--- config.mk ---
export PLATFORM = sky130hd
export DESIGN_NAME = device_record_header_parser_unit
export DESIGN_NICKNAME = d
export VERILOG_FILES = /design/src/sv/drhp_pkg.sv /design/src/sv/device_record_header_parser_unit.sv /design/src/sv/drhp_step.sv
export VERILOG_INCLUDE_DIRS = /design/src /design/src/sv
export SDC_FILE = /design/constraint.sdc
export NUM_CORES = 1
export LEC_CHECK = 0
export BUFFER_PORTS_ARGS = -buffer_cell sky130_fd_sc_hd__buf_4
export CORE_MARGIN = 5
export CORE_UTILIZATION = 55
export CTS_CLUSTER_DIAMETER = 40
export CTS_CLUSTER_SIZE = 30
export DETAILED_ROUTE_END_ITERATION = 12
export PLACE_DENSITY = 0.75
export SETUP_SLACK_MARGIN = 0.1
export SYNTH_ARGS = -nofsm -noshare
export SYNTH_HDL_FRONTEND = slang
export SYNTH_HIERARCHICAL = 1
export SYNTH_SLANG_ARGS = --single-unit
--- constraint.sdc ---
create_clock -name clk -period 3.7 [get_ports clk]
set_input_delay 0.185 -clock clk [delete_from_list [all_inputs] [get_ports clk]]
set_output_delay 0.185 -clock clk [all_outputs]
set_load 0.01 [all_outputs]
--- src/sv/assert_macros.svh ---
// Assertion macros used by the top level of the record header parser.
// Depends on a clock named clk and an active-low reset named rst_n in the using module.
`ifndef ASSERT_MACROS_SVH
`define ASSERT_MACROS_SVH

// Checks a property at every rising clock edge while the block is out of reset.
`define DRHP_ASSERT(name, prop, msg) \
    name: assert property (@(posedge clk) disable iff (!rst_n) prop) else $error(msg);

// Checks that the consequent holds in the clock cycle after the antecedent was seen.
`define DRHP_ASSERT_NEXT(name, ante, cons, msg) \
    name: assert property (@(posedge clk) disable iff (!rst_n) (ante) |=> (cons)) \
        else $error(msg);

`endif

--- src/sv/drhp_pkg.sv ---
// Package for the device record header parser: beat types, phase codes and status codes.
// No dependencies; the parser top level and drhp_step import it.
package drhp_pkg;

    // Fixed header layout.
    localparam logic [7:0] MAGIC_0  = 8'h57;
    localparam logic [7:0] MAGIC_1  = 8'h56;
    localparam logic [7:0] MAGIC_2  = 8'h44;
    localparam logic [3:0] MIN_SIZE = 4'd8;

    localparam logic [7:0] VER_ONE  = 8'd1;
    localparam logic [7:0] VER_TWO  = 8'd2;
    localparam logic [7:0] TYPE_ONE = 8'd1;
    localparam logic [7:0] TYPE_TWO = 8'd2;

    // Byte positions inside the header.
    localparam logic [3:0] HDR_MAGIC0  = 4'd0;
    localparam logic [3:0] HDR_MAGIC1  = 4'd1;
    localparam logic [3:0] HDR_MAGIC2  = 4'd2;
    localparam logic [3:0] HDR_VERSION = 4'd3;
    localparam logic [3:0] HDR_TYPE    = 4'd4;
    localparam logic [3:0] HDR_LEVEL   = 4'd5;
    localparam logic [3:0] HDR_FLAGS   = 4'd6;

    // Section tags.
    localparam logic [1:0] SEC_NONE  = 2'd0;
    localparam logic [1:0] SEC_KEY   = 2'd1;
    localparam logic [1:0] SEC_IDENT = 2'd2;

    // Status codes.
    localparam logic [3:0] ST_BUSY    = 4'd0;
    localparam logic [3:0] ST_OK      = 4'd1;
    localparam logic [3:0] ST_SMALL   = 4'd2;
    localparam logic [3:0] ST_MAGIC   = 4'd3;
    localparam logic [3:0] ST_VERSION = 4'd4;
    localparam logic [3:0] ST_TYPE    = 4'd5;
    localparam logic [3:0] ST_TR_KLEN = 4'd6;
    localparam logic [3:0] ST_TR_KEY  = 4'd7;
    localparam logic [3:0] ST_TR_ILEN = 4'd8;
    localparam logic [3:0] ST_TR_ID   = 4'd9;

    typedef enum logic [3:0] {
        PH_HEADER  = 4'd0,
        PH_KLEN_LO = 4'd1,
        PH_KLEN_HI = 4'd2,
        PH_KEY     = 4'd3,
        PH_ILEN_LO = 4'd4,
        PH_ILEN_HI = 4'd5,
        PH_ID      = 4'd6,
        PH_TRAIL   = 4'd7,
        PH_DRAIN   = 4'd8
    } phase_t;

    typedef struct packed {
        logic [7:0] data_byte;
        logic       is_final;
    } item_t;

    typedef struct packed {
        logic [7:0] payload_byte;
        logic [1:0] section;
        logic       section_end;
        logic       device_kind;
        logic [7:0] level;
        logic [3:0] status;
    } result_t;

    // Parser context carried from one byte to the next.
    typedef struct packed {
        phase_t      phase;
        logic [3:0]  header_count;
        logic [15:0] remaining;
        logic [7:0]  length_low;
        logic        version_two;
        logic [3:0]  pending_error;
        logic        kind;
        logic [7:0]  level;
    } parse_state_t;

    localparam parse_state_t STATE_RESET = '{
        phase:         PH_HEADER,
        header_count:  4'd0,
        remaining:     16'd0,
        length_low:    8'd0,
        version_two:   1'b0,
        pending_error: ST_BUSY,
        kind:          1'b0,
        level:         8'd0
    };

endpackage

--- src/sv/device_record_header_parser_unit.sv ---
// Top level of the device record header parser: context register and output skid stage.
// Depends on drhp_pkg, drhp_step and assert_macros.svh.
//
// The parser takes one record byte per beat and gives exactly one result beat per input
// beat, so a steady stream runs at one byte per cycle while unstalled. The byte is
// checked against the magic and version fields, the type and security level are decoded,
// and key and identity bytes come out with a section tag and an end marker on the last
// byte of each section; header, length and trailing bytes come out with section zero.
// The status is busy on every beat but the final one, which carries the outcome of the
// whole record, and after which the parser is ready for a new record at once. The rate is
// set by the single context register that holds the parse phase and the length counter:
// each accepted byte updates it. Results pass through a result register backed by a
// one-entry skid register, so the input stalls only once two results are held.
module device_record_header_parser_unit
    import drhp_pkg::*;
(
    input  logic    clk,
    input  logic    rst_n,
    input  logic    item_valid,
    output logic    item_stall,
    input  item_t   item,
    output logic    result_valid,
    input  logic    result_stall,
    output result_t result
);

`include "assert_macros.svh"

    parse_state_t state_reg;
    parse_state_t state_next;
    result_t      step_res;

    logic    main_valid_reg;
    logic    main_valid_next;
    result_t main_reg;
    result_t main_next;
    logic    skid_valid_reg;
    logic    skid_valid_next;
    result_t skid_reg;
    result_t skid_next;

    logic accept;
    logic out_take;

    drhp_step u_step (
        .cur  (state_reg),
        .item (item),
        .nxt  (state_next),
        .res  (step_res)
    );

    // The skid register fills only while the result register is held, so the
    // input has to wait only while the skid register is occupied.
    assign item_stall   = skid_valid_reg;
    assign accept       = item_valid && !item_stall;
    assign out_take     = main_valid_reg && !result_stall;
    assign result_valid = main_valid_reg;
    assign result       = main_reg;

    always_ff @(posedge clk or negedge rst_n)
    begin
        if (!rst_n)
        begin
            state_reg <= STATE_RESET;
        end
        else if (accept)
        begin
            state_reg <= state_next;
        end
    end

    always_comb
    begin
        main_valid_next = main_valid_reg;
        main_next       = main_reg;
        skid_valid_next = skid_valid_reg;
        skid_next       = skid_reg;

        if (out_take)
        begin
            if (skid_valid_reg)
            begin
                // Accept is blocked here, so the held result simply moves up.
                main_next       = skid_reg;
                skid_valid_next = 1'b0;
            end
            else if (accept)
            begin
                main_next = step_res;
            end
            else
            begin
                main_valid_next = 1'b0;
            end
        end
        else if (accept)
        begin
            if (main_valid_reg)
            begin
                skid_next       = step_res;
                skid_valid_next = 1'b1;
            end
            else
            begin
                main_next       = step_res;
                main_valid_next = 1'b1;
            end
        end
    end

    always_ff @(posedge clk or negedge rst_n)
    begin
        if (!rst_n)
        begin
            main_valid_reg <= 1'b0;
            skid_valid_reg <= 1'b0;
        end
        else
        begin
            main_valid_reg <= main_valid_next;
            skid_valid_reg <= skid_valid_next;
        end
    end

    always_ff @(posedge clk)
    begin
        main_reg <= main_next;
        skid_reg <= skid_next;
    end

    // The skid register never holds a result while the result register is empty.
    `DRHP_ASSERT(a_skid_behind_main, skid_valid_reg |-> main_valid_reg, "skid holds data ahead of main")

    // The final byte of a record always leaves a fresh context behind.
    `DRHP_ASSERT_NEXT(a_restart_after_final, accept && item.is_final, state_reg == STATE_RESET, "no restart after final byte")

    // The context moves only when a byte is taken.
    `DRHP_ASSERT_NEXT(a_state_holds, !accept, $stable(state_reg), "context changed without a byte")

    // An end marker only ever rides on a key or identity byte.
    `DRHP_ASSERT(a_end_in_section, main_valid_reg && main_reg.section_end |-> main_reg.section != SEC_NONE, "section end outside a section")

endmodule

--- src/sv/drhp_step.sv ---
// Per-byte next-state and result logic of the device record header parser.
// Depends on drhp_pkg for the beat, state and code definitions.
module drhp_step
    import drhp_pkg::*;
(
    input  parse_state_t cur,
    input  item_t        item,
    output parse_state_t nxt,
    output result_t      res
);

    logic [7:0]  b;
    logic [15:0] rem_dec;
    logic [15:0] len;

    always_comb
    begin
        b       = item.data_byte;
        rem_dec = cur.remaining - 16'd1;
        len     = {b, cur.length_low};
        nxt     = cur;
        res     = '0;

        if (cur.header_count < MIN_SIZE)
        begin
            nxt.header_count = cur.header_count + 4'd1;
        end

        unique case (cur.phase)
            PH_HEADER:
            begin
                unique case (cur.header_count)
                    HDR_MAGIC0:
                    begin
                        if (b != MAGIC_0)
                        begin
                            nxt.pending_error = ST_MAGIC;
                            nxt.phase         = PH_DRAIN;
                        end
                    end
                    HDR_MAGIC1:
                    begin
                        if (b != MAGIC_1)
                        begin
                            nxt.pending_error = ST_MAGIC;
                            nxt.phase         = PH_DRAIN;
                        end
                    end
                    HDR_MAGIC2:
                    begin
                        if (b != MAGIC_2)
                        begin
                            nxt.pending_error = ST_MAGIC;
                            nxt.phase         = PH_DRAIN;
                        end
                    end
                    HDR_VERSION:
                    begin
                        if (b == VER_ONE)
                        begin
                            nxt.version_two = 1'b0;
                        end
                        else if (b == VER_TWO)
                        begin
                            nxt.version_two = 1'b1;
                        end
                        else
                        begin
                            nxt.pending_error = ST_VERSION;
                            nxt.phase         = PH_DRAIN;
                        end
                    end
                    HDR_TYPE:
                    begin
                        if (b == TYPE_ONE)
                        begin
                            nxt.kind = 1'b0;
                        end
                        else if (b == TYPE_TWO)
                        begin
                            nxt.kind = 1'b1;
                        end
                        else
                        begin
                            nxt.pending_error = ST_TYPE;
                            nxt.phase         = PH_DRAIN;
                        end
                    end
                    HDR_LEVEL:
                    begin
                        nxt.level = b;
                    end
                    HDR_FLAGS:
                    begin
                        // Version 2 records carry one padding byte after the flags.
                        if (!cur.version_two)
                        begin
                            nxt.phase = PH_KLEN_LO;
                        end
                    end
                    default:
                    begin
                        nxt.phase = PH_KLEN_LO;
                    end
                endcase
            end
            PH_KLEN_LO:
            begin
                nxt.length_low = b;
                nxt.phase      = PH_KLEN_HI;
            end
            PH_ILEN_LO:
            begin
                nxt.length_low = b;
                nxt.phase      = PH_ILEN_HI;
            end
            PH_KLEN_HI:
            begin
                nxt.remaining = len;
                nxt.phase     = (len != 16'd0) ? PH_KEY : PH_ILEN_LO;
            end
            PH_ILEN_HI:
            begin
                nxt.remaining = len;
                nxt.phase     = (len != 16'd0) ? PH_ID : PH_TRAIL;
            end
            PH_KEY:
            begin
                res.section      = SEC_KEY;
                res.payload_byte = b;
                nxt.remaining    = rem_dec;
                if (rem_dec == 16'd0)
                begin
                    res.section_end = 1'b1;
                    nxt.phase       = PH_ILEN_LO;
                end
            end
            PH_ID:
            begin
                res.section      = SEC_IDENT;
                res.payload_byte = b;
                nxt.remaining    = rem_dec;
                if (rem_dec == 16'd0)
                begin
                    res.section_end = 1'b1;
                    nxt.phase       = PH_TRAIL;
                end
            end
            default:
            begin
                // Trailing bytes and bytes after an error are dropped.
            end
        endcase

        res.device_kind = nxt.kind;
        res.level       = nxt.level;
        res.status      = ST_BUSY;

        if (item.is_final)
        begin
            if (nxt.header_count < MIN_SIZE)
            begin
                res.status = ST_SMALL;
            end
            else
            begin
                unique case (nxt.phase) inside
                    PH_DRAIN:                          res.status = cur.pending_error |
                                                                    nxt.pending_error;
                    PH_HEADER, PH_KLEN_LO, PH_KLEN_HI: res.status = ST_TR_KLEN;
                    PH_KEY:                            res.status = ST_TR_KEY;
                    PH_ILEN_LO, PH_ILEN_HI:            res.status = ST_TR_ILEN;
                    PH_ID:                             res.status = ST_TR_ID;
                    default:                           res.status = ST_OK;
                endcase
            end
            nxt = STATE_RESET;
        end
    end

endmodule
==> results of run 1 <==
## stage by stage
stage | std cells | utilization, % | hold slack, ps | worst slack [ps]
finish | 683 | 62.5 | 102 | 191
floorplan | 517 | - | -111 | 207
global placement | 666 | 60.2 | 250 | 324
detailed placement | 666 | 60.2 | 258 | 219
CTS | 683 | 62.5 | 85.1 | 213
global route | 683 | 62.5 | 92.8 | 118
## cells in the mapped netlist, types with 5 or more instances
| cell type | instances | area [um2] |
|---|---|---|
| edfxtp_1 | 48 | 1440 |
| buf_6 | 5 | 56.3 |
| a31oi_1 | 5 | 31.3 |
| nand3_1 | 12 | 60.1 |
| o21ai_0 | 19 | 95.1 |
| a21oi_1 | 25 | 125 |
| nor4_1 | 6 | 37.5 |
| mux2i_1 | 11 | 110 |
| mux2_2 | 61 | 687 |
| inv_1 | 14 | 52.6 |
| nand2_1 | 28 | 105 |
| mux2_1 | 19 | 214 |
| a221oi_1 | 9 | 78.8 |
| nor2_1 | 66 | 248 |
| clkbuf_1 | 17 | 63.8 |
| nor2b_1 | 15 | 93.8 |
| ha_1 | 7 | 87.6 |
| nor3_1 | 15 | 75.1 |
| nand2b_1 | 10 | 62.6 |
| and2_1 | 10 | 62.6 |
| dfrtp_1 | 48 | 1200 |
## cell families after synthesis
group | after synthesis | share of synthesized area, %
buffers and inverters | 42 | 3.70
AO/OA/AOI/OAI | 91 | 10.9
multiplexers | 91 | 18.3
adder cells (fa/ha/maj) | 7 | 1.59
flip-flops | 96 | 47.9
XOR/XNOR | 3 | 0.476
AND/OR/NAND/NOR | 187 | 17.1
## placed cells by master (no fill, tap or decap), drive strengths merged, types with 2 or more instances in the layout
cell,Yosys,layout
mux2,80,80
nor2,66,66
dfrtp,48,48
edfxtp,48,48
buf,10,44
nand2,28,28
a21oi,25,25
o21ai,21,21
inv,14,17
nor3,15,15
nor2b,15,15
nand3,12,12
mux2i,11,11
nand2b,10,10
and2,10,10
clkbuf,18,9
a221oi,9,9
ha,7,7
nor4,7,7
a31oi,5,5
o211ai,5,5
or3,4,4
o21a,4,4
a222oi,4,4
nor3b,4,4
and3,3,3
o31a,3,3
xor2,3,3
or4,3,3
nand4,3,3
clkinvlp,0,2
a21o,2,2
a21boi,2,2
## critical path, stage by stage, from the launching register on
cell and delay [ps]:
dfrtp_1 480, or4_4 590, or4_1 490, a22o_1 260, nand4_2 180, mux2_1 340, a211o_1 330, mux2i_1 230
o211ai_2 110, mux2_2 270
## power by group
group	switching [mW]	leakage [nW]	internal [mW]
clock	0.407	0.101	0.328
sequential	0.222	1.11	1.39
combinational	0.947	1.41	0.765
## layer usage
layer  global-route usage, %  wire length (um)  vias up
met1                    28.6              5290     2061
met4                    6.07               221        0
li1                        -                 -     1959
met5                       0                 0        -
met2                    35.1              5890      132
met3                    3.61               753       23
## worst min-delay path by stage
| stage | start | slack (ps) | depth (start not counted) | to |
|---|---|---|---|---|
| after detailed placement | rst_n | 260 | 1 | state_reg[29]$_DFFE_PN0P_ |
| after floorplan | rst_n | -110 | 0 | item_stall$_DFFE_PN0P_ |
| final | result_stall | 100 | 2 | item_stall$_DFFE_PN0P_ |
| after global routing | result_stall | 90 | 2 | item_stall$_DFFE_PN0P_ |
| after global placement | rst_n | 250 | 1 | state_reg[29]$_DFFE_PN0P_ |
| after CTS | result_stall | 90 | 2 | item_stall$_DFFE_PN0P_ |
## what timing repair did
action                     CTS  global route
hold buffers                 1             0
hold endpoints to repair    48             0
resized for setup            0             1
setup endpoints to repair    0             1
## layout make-up
| type | instances | area (um2) |
|---|---|---|
| fill | 788 | 3660 |
| clock buffer | 9 | 124 |
| clock inverter | 7 | 87.6 |
| multi-input combinational | 379 | 2700 |
| inverter | 14 | 52.6 |
| timing repair buffer | 45 | 340 |
| tap | 133 | 166 |
| sequential | 96 | 2640 |
==> flow_metrics.tcl, run 1 <==
set metrics [dict create \
    port_buffers 38 \
    layout.nets 565 \
    viasPerCell 6.11 \
    syn_avg_cell_area_um2 10.7 \
    clock_skew_ps 13.0 \
    grt_pass1_vias 3980 \
    drv_slew 0 \
    largest_reg_flops 46 \
    synthArstFlopShare_pct 50.0 \
    path_max_fanout 9 \
    cts_max_level 3 \
    hold_viol_final 0 \
    vdd_drop_max_uv 353 \
    grt-ovfl-total 0 \
    synth_flop_cell "edfxtp_1" \
    io_pins 39 \
    fin_area_um2 6110 \
    firstDrtPassIters 5 \
    cp-end-kind "register" \
    yosysWarningCount 6 \
    clock_insertion_delay_worst_skew_ps 380 \
    hpwl_mm 8.08 \
    vias 4175 \
    syn_area_um2 5520 \
    initial_utilization_pct 56.5 \
    rows 36 \
    area_growth_pct 10.7 \
    core_area_um2 9770 \
    critPathLaunchType "register" \
    ys_seq_area_share_pct 47.9 \
    cts_tree "done" \
    n_antenna_cell 0 \
    reg2reg_depth 9 \
    relSlewSlack_pct 21.2 \
    powerDensity_nw_per_um2 663 \
    crit_arrival_ps 3640 \
    cp.required_ps 3830 \
    ant_nets 0 \
    finalCritPeriodShare_pct 94.9 \
    syn_nets 537 \
    status "complete, no violations" \
    cts_buffers 9 \
    hold_path.class "input port to register" \
    post-cts-setup-buffer-count 0 \
    clock_path_buffers 2 \
    setup_tns_ps 0 \
    clkTransAtPathRegs_ps 100 \
    power_mw 4.05 \
    grt_pass1_wl_mm 19.9 \
    grt_max_degree 50 \
    antenna_found_initial 0 \
    die-height_um 110 \
    cp-endpoint "result[0]$_DFFE_PP_" \
    routed_wl_mm 12.1 \
    track_usage_pct 21.1 \
    r2r_start "state_reg[23]$_DFFE_PN0P_" \
    fmax_ghz 0.285 \
    min_period_ps 3510 \
    drc 0 \
    synth_seq_cells 96 \
    drive_above_1_share_pct 24.0 \
    rsz0062_at_grt "no" \
    synth_edf_count 48 \
    syn_inst 517 \
    worstSetupStartpoint "state_reg[23]$_DFFE_PN0P_" \
    setup_viol 0 \
    placed_area_um2 5880 \
    r2r-end "result[0]$_DFFE_PP_" \
    r2r_slack_ps 190 \
    wl_per_cell_um 17.8 \
    die_w_um 110 \
    clock-sinks 96 \
    yosysUniqueCellTypes 61 \
    worst_pin_slew_ps 1170 \
    routabilityCongestion 0.882 \
    criticalPathCategory "register to register" \
    clk_root_buffer_cell "clkbuf_8" \
    die_area_um2 12100 \
    drt_iter0_markers 337 \
    leakagePower_nw 2.62 \
    cap_violations 0 \
]
No activity file was read; power rests on OpenSTA's default activity.
==> inputs of run 2 (changes only) <==
Settings changed: PLACE_DENSITY 0.75 to 0.83.
==> flow_metrics.tcl, run 2 (synthesized netlist as in run 1, its figures left out) <==
set metrics [dict create \
    grt_pass1_wl_mm 19.5 \
    hold_depth 2 \
    cap_violations 0 \
    drive_above_1_share_pct 23.9 \
    criticalPathCategory "register to register" \
    r2r_slack_ps 200 \
    clock_insertion_delay_worst_skew_ps 360 \
    drv_slew 0 \
    layout.nets 564 \
    io_pins 39 \
    worst_pin_slew_ps 1080 \
    grt_pass1_vias 4041 \
    critPathLaunchType "register" \
    worst-path-buf-inv 0 \
    initial_utilization_pct 56.5 \
    clk_root_buffer_cell "clkbuf_8" \
    crit_arrival_ps 3610 \
    crit_slowest_cell "or4_4" \
    cts_buffers 9 \
    antenna_found_initial 0 \
    cp.required_ps 3810 \
    cp-end-kind "register" \
    rsz0062_at_grt "no" \
    die_w_um 110 \
    area_growth_pct 10.6 \
    powerDensity_nw_per_um2 660 \
    n_antenna_cell 0 \
    setup_viol 0 \
    r2r-end "result[0]$_DFFE_PP_" \
    post-cts-setup-buffer-count 0 \
    crit_cells 9 \
    grt-ovfl-total 0 \
    layout_common_cells "nor2_1, mux2_2, dfrtp_1, edfxtp_1, buf_4" \
    status "complete, no violations" \
    die_area_um2 12100 \
    fillerInstances 740 \
    routabilityCongestion 0.885 \
    die-height_um 110 \
    cp-endpoint "result[0]$_DFFE_PP_" \
    path_max_fanout 9 \
    clock_skew_ps 8.24 \
    r2r_start "state_reg[23]$_DFFE_PN0P_" \
    reg2reg_depth 9 \
    core_area_um2 9770 \
    relSlewSlack_pct 27.8 \
    clkTransAtPathRegs_ps 100 \
    firstDrtPassIters 5 \
    clock-sinks 96 \
    finalCritPeriodShare_pct 94.6 \
    viasPerCell 6.19 \
    path_delay_family "simple AND/OR/NAND/NOR gates" \
    track_usage_pct 20.7 \
    hold_viol_final 0 \
    power_mw 4.03 \
    drt_iter0_markers 375 \
    drc 0 \
    ant_nets 0 \
    setup_tns_ps 0 \
    worstSetupStartpoint "state_reg[23]$_DFFE_PN0P_" \
    cp_cell_sequence "or4_4 -> or4_1 -> a22o_1 -> nand4_2 -> mux2_1 -> a211o_1 -> mux2i_1 -> o211ai_2 -> mux2_2" \
    slowest_delay_ps 590 \
    vias 4224 \
    grt_max_degree 50 \
    final_common_cell "nor2_1" \
    min_period_ps 3500 \
    fmax_ghz 0.286 \
    hpwl_mm 8.19 \
    port_buffers 38 \
    clock_path_buffers 2 \
    routed_wl_mm 12.1 \
    rows 36 \
    hold_path.class "input port to register" \
    cts_tree "done" \
    wl_per_cell_um 17.8 \
    vdd_drop_max_uv 245 \
    largest_reg_flops 46 \
    leakagePower_nw 2.62 \
    cts_max_level 3 \
]
[run 2: how the worst min path moves through the flow]
stage / startpoint / end / slack (ps)
2_1_floorplan: rst_n / item_stall$_DFFE_PN0P_ / -110
3_3_place_gp: rst_n / state_reg[28]$_DFFE_PN0P_ / 240
3_5_place_dp: rst_n / state_reg[29]$_DFFE_PN0P_ / 250
4_1_cts: result_stall / item_stall$_DFFE_PN0P_ / 90
5_1_grt: result_stall / item_stall$_DFFE_PN0P_ / 100
6_report: result_stall / item_stall$_DFFE_PN0P_ / 110
[run 2: timing repair]
| action | CTS | global route |
|---|---|---|
| endpoints found under the hold margin | 48 | 0 |
| gates resized for setup | 0 | 1 |
| hold buffers | 1 | 0 |
| endpoints found under the setup margin | 0 | 1 |
[run 2: metrics by stage]
stage          util [%]  instance area (um2)  hold WS, ps  setup WS (ps)  std cells
6_report           62.4                 6100          110            199        682
5_1_grt            62.4                 6100          100            127        682
4_1_cts            62.4                 6100         93.2            254        682
3_5_place_dp       60.1                 5880          251            272        665
3_3_place_gp       60.1                 5880          242            350        665
2_1_floorplan         -                 5520         -111            207        517
[run 2: layout make-up]
type	count	area [um2]	area share [%]
clock buffers	9	124	2.03
clock inverters	7	86.3	1.41
well taps	133	166	2.73
flip-flops and latches	96	2640	43.3
repair buffers	44	333	5.45
multi-input cells	379	2700	44.2
inverters	14	52.6	0.861
[run 2: power by group]
group | leakage (nW) | total (mW) | internal [mW] | switching (mW)
sequential | 1.11 | 1.62 | 1.39 | 0.230
combinational | 1.40 | 1.69 | 0.755 | 0.934
clock | 0.104 | 0.722 | 0.327 | 0.395
total | 2.62 | 4.03 | 2.47 | 1.56
[run 2: metal layers]
metal / wire length (um) / part of all wire [%] / global-route usage (%)
met2: 5840 / 48 / 34.1
met4: 270 / 2.2 / 8.88
met5: 0 / 0 / 0
met3: 779 / 6.4 / 2.74
met1: 5240 / 43 / 27.4
==> inputs of run 3 (changes only) <==
Settings changed: CAP_MARGIN set to 40, CORE_MARGIN 5 to 2.
==> flow_metrics.tcl, run 3 (synthesized netlist as in run 1, its figures left out) <==
set metrics [dict create \
    cts_buffers 9 \
    rows 36 \
    clock-sinks 96 \
    setup_viol 0 \
    vdd_drop_max_uv 273 \
    drc 0 \
    whs_ps 129 \
    fmax_ghz 0.287 \
    worst_path_most_repeated_cell "or4_1" \
    grt_pass1_wl_mm 20.6 \
    viasPerCell 6.15 \
    die-height_um 104 \
    worst_pin_slew_ps 747 \
    layout_common_cells "nor2_1, mux2_2, edfxtp_1, dfrtp_1, buf_4" \
    drv_slew 0 \
    cp-end-kind "register" \
    crit_slowest_cell "or4_1" \
    firstDrtPassIters 4 \
    grt_max_degree 50 \
    largest_reg_flops 46 \
    vias 4203 \
    wl_per_cell_um 17.9 \
    crit_arrival_ps 3610 \
    criticalPathCategory "register to register" \
    hold_path.class "input port to register" \
    core_area_um2 9770 \
    path_max_fanout 9 \
    drive_above_1_share_pct 24.2 \
    clock_insertion_delay_worst_skew_ps 370 \
    cts_max_level 3 \
    grt-ovfl-total 0 \
    status "complete, no violations" \
    slowest_delay_ps 620 \
    antenna_found_initial 0 \
    clock_path_buffers 2 \
    area_growth_pct 10.2 \
    routabilityCongestion 0.925 \
    min_period_ps 3490 \
    ant_nets 0 \
    track_usage_pct 23.4 \
    port_buffers 38 \
    leakagePower_nw 2.60 \
    die_w_um 104 \
    hold_viol_final 0 \
    routed_wl_mm 12.3 \
    clkTransAtPathRegs_ps 100 \
    setup_tns_ps 0 \
    worst_slack_ps 210 \
    cp_cell_sequence "or4_1 -> or4_1 -> a22o_1 -> nand4_2 -> mux2_1 -> a211o_1 -> mux2i_2 -> o211ai_2 -> mux2_2" \
    initial_utilization_pct 56.5 \
    critPathLaunchType "register" \
    layout.nets 565 \
    grt_pass1_vias 4269 \
    relSlewSlack_pct 49.7 \
    rsz0062_at_grt "no" \
    cp.required_ps 3820 \
    finalCritPeriodShare_pct 94.3 \
    n_antenna_cell 0 \
    die_area_um2 10900 \
    hpwl_mm 8.18 \
    dp_slack_ps 298 \
    cap_violations 0 \
    powerDensity_nw_per_um2 656 \
    clock_skew_ps 13.3 \
    clk_root_buffer_cell "clkbuf_8" \
    drt_iter0_markers 365 \
    io_pins 39 \
    final_common_cell "nor2_1" \
    cts_tree "done" \
]
## run 3: worst max-delay path: cells and delay by family (launching register included)
kind,cells,cell delay [ps]
AO/OA/AOI/OAI,3,700
flip-flops,1,470
multiplexers,3,850
AND/OR/NAND/NOR,3,1220
## run 3: area by class of cell
cell class	count	area, um2
fill	740	3690
multi-input combinational	379	2700
sequential	96	2640
timing repair buffer	45	340
tap	133	166
clock buffer	9	124
clock inverter	7	61.3
inverter	14	52.6
## run 3: report_power, final
part	internal, mW	total [mW]	leakage (nW)	switching (mW)
clock	0.258	0.659	0.0888	0.401
combinational	0.759	1.71	1.40	0.954
sequential	1.39	1.62	1.11	0.232
## run 3: metrics by stage
stage | std cells | util, % | power, mW | cell area [um2]
6_report | 683 | 62.3 | 3.99 | 6080
5_1_grt | 683 | 62.3 | 4.25 | 6080
4_1_cts | 683 | 62.2 | 3.97 | 6080
3_5_place_dp | 666 | 60.2 | 3.30 | 5880
3_3_place_gp | 665 | 60.1 | 3.22 | 5880
2_1_floorplan | 517 | - | 2.85 | 5520
## run 3: repair_timing
action / 4_1_cts / 5_1_grt
endpoints found under the hold margin: 48 / 0
hold buffers: 1 / 0
setup buffers: 0 / 0
setup endpoints to repair: 0 / 1
gates resized for setup: 0 / 2
## run 3: final timing paths
kind / slack [ps] / depth (start not counted) / endpoint / startpoint
worst max register to register: 210 / 9 / result[0]$_DFFE_PP_ / state_reg[29]$_DFFE_PN0P_
worst min register to register: 500 / 1 / state_reg[10]$_DFFE_PN0P_ / state_reg[10]$_DFFE_PN0P_
worst min-delay path: 130 / 2 / item_stall$_DFFE_PN0P_ / result_stall
min in group asynchronous: 380 / 2 / state_reg[4]$_DFFE_PN0P_ / rst_n
max in group asynchronous: 2870 / 2 / state_reg[23]$_DFFE_PN0P_ / rst_n
worst max-delay path: 210 / 9 / result[0]$_DFFE_PP_ / state_reg[29]$_DFFE_PN0P_
## run 3: layer usage
metal	part of all wire [%]	global-route usage, %	up-vias
li1	-	-	1951
met1	44	30.3	2089
met2	50	40.2	148
met3	4.8	4.14	15
met4	1.1	7.34	0
met5	0	0	-
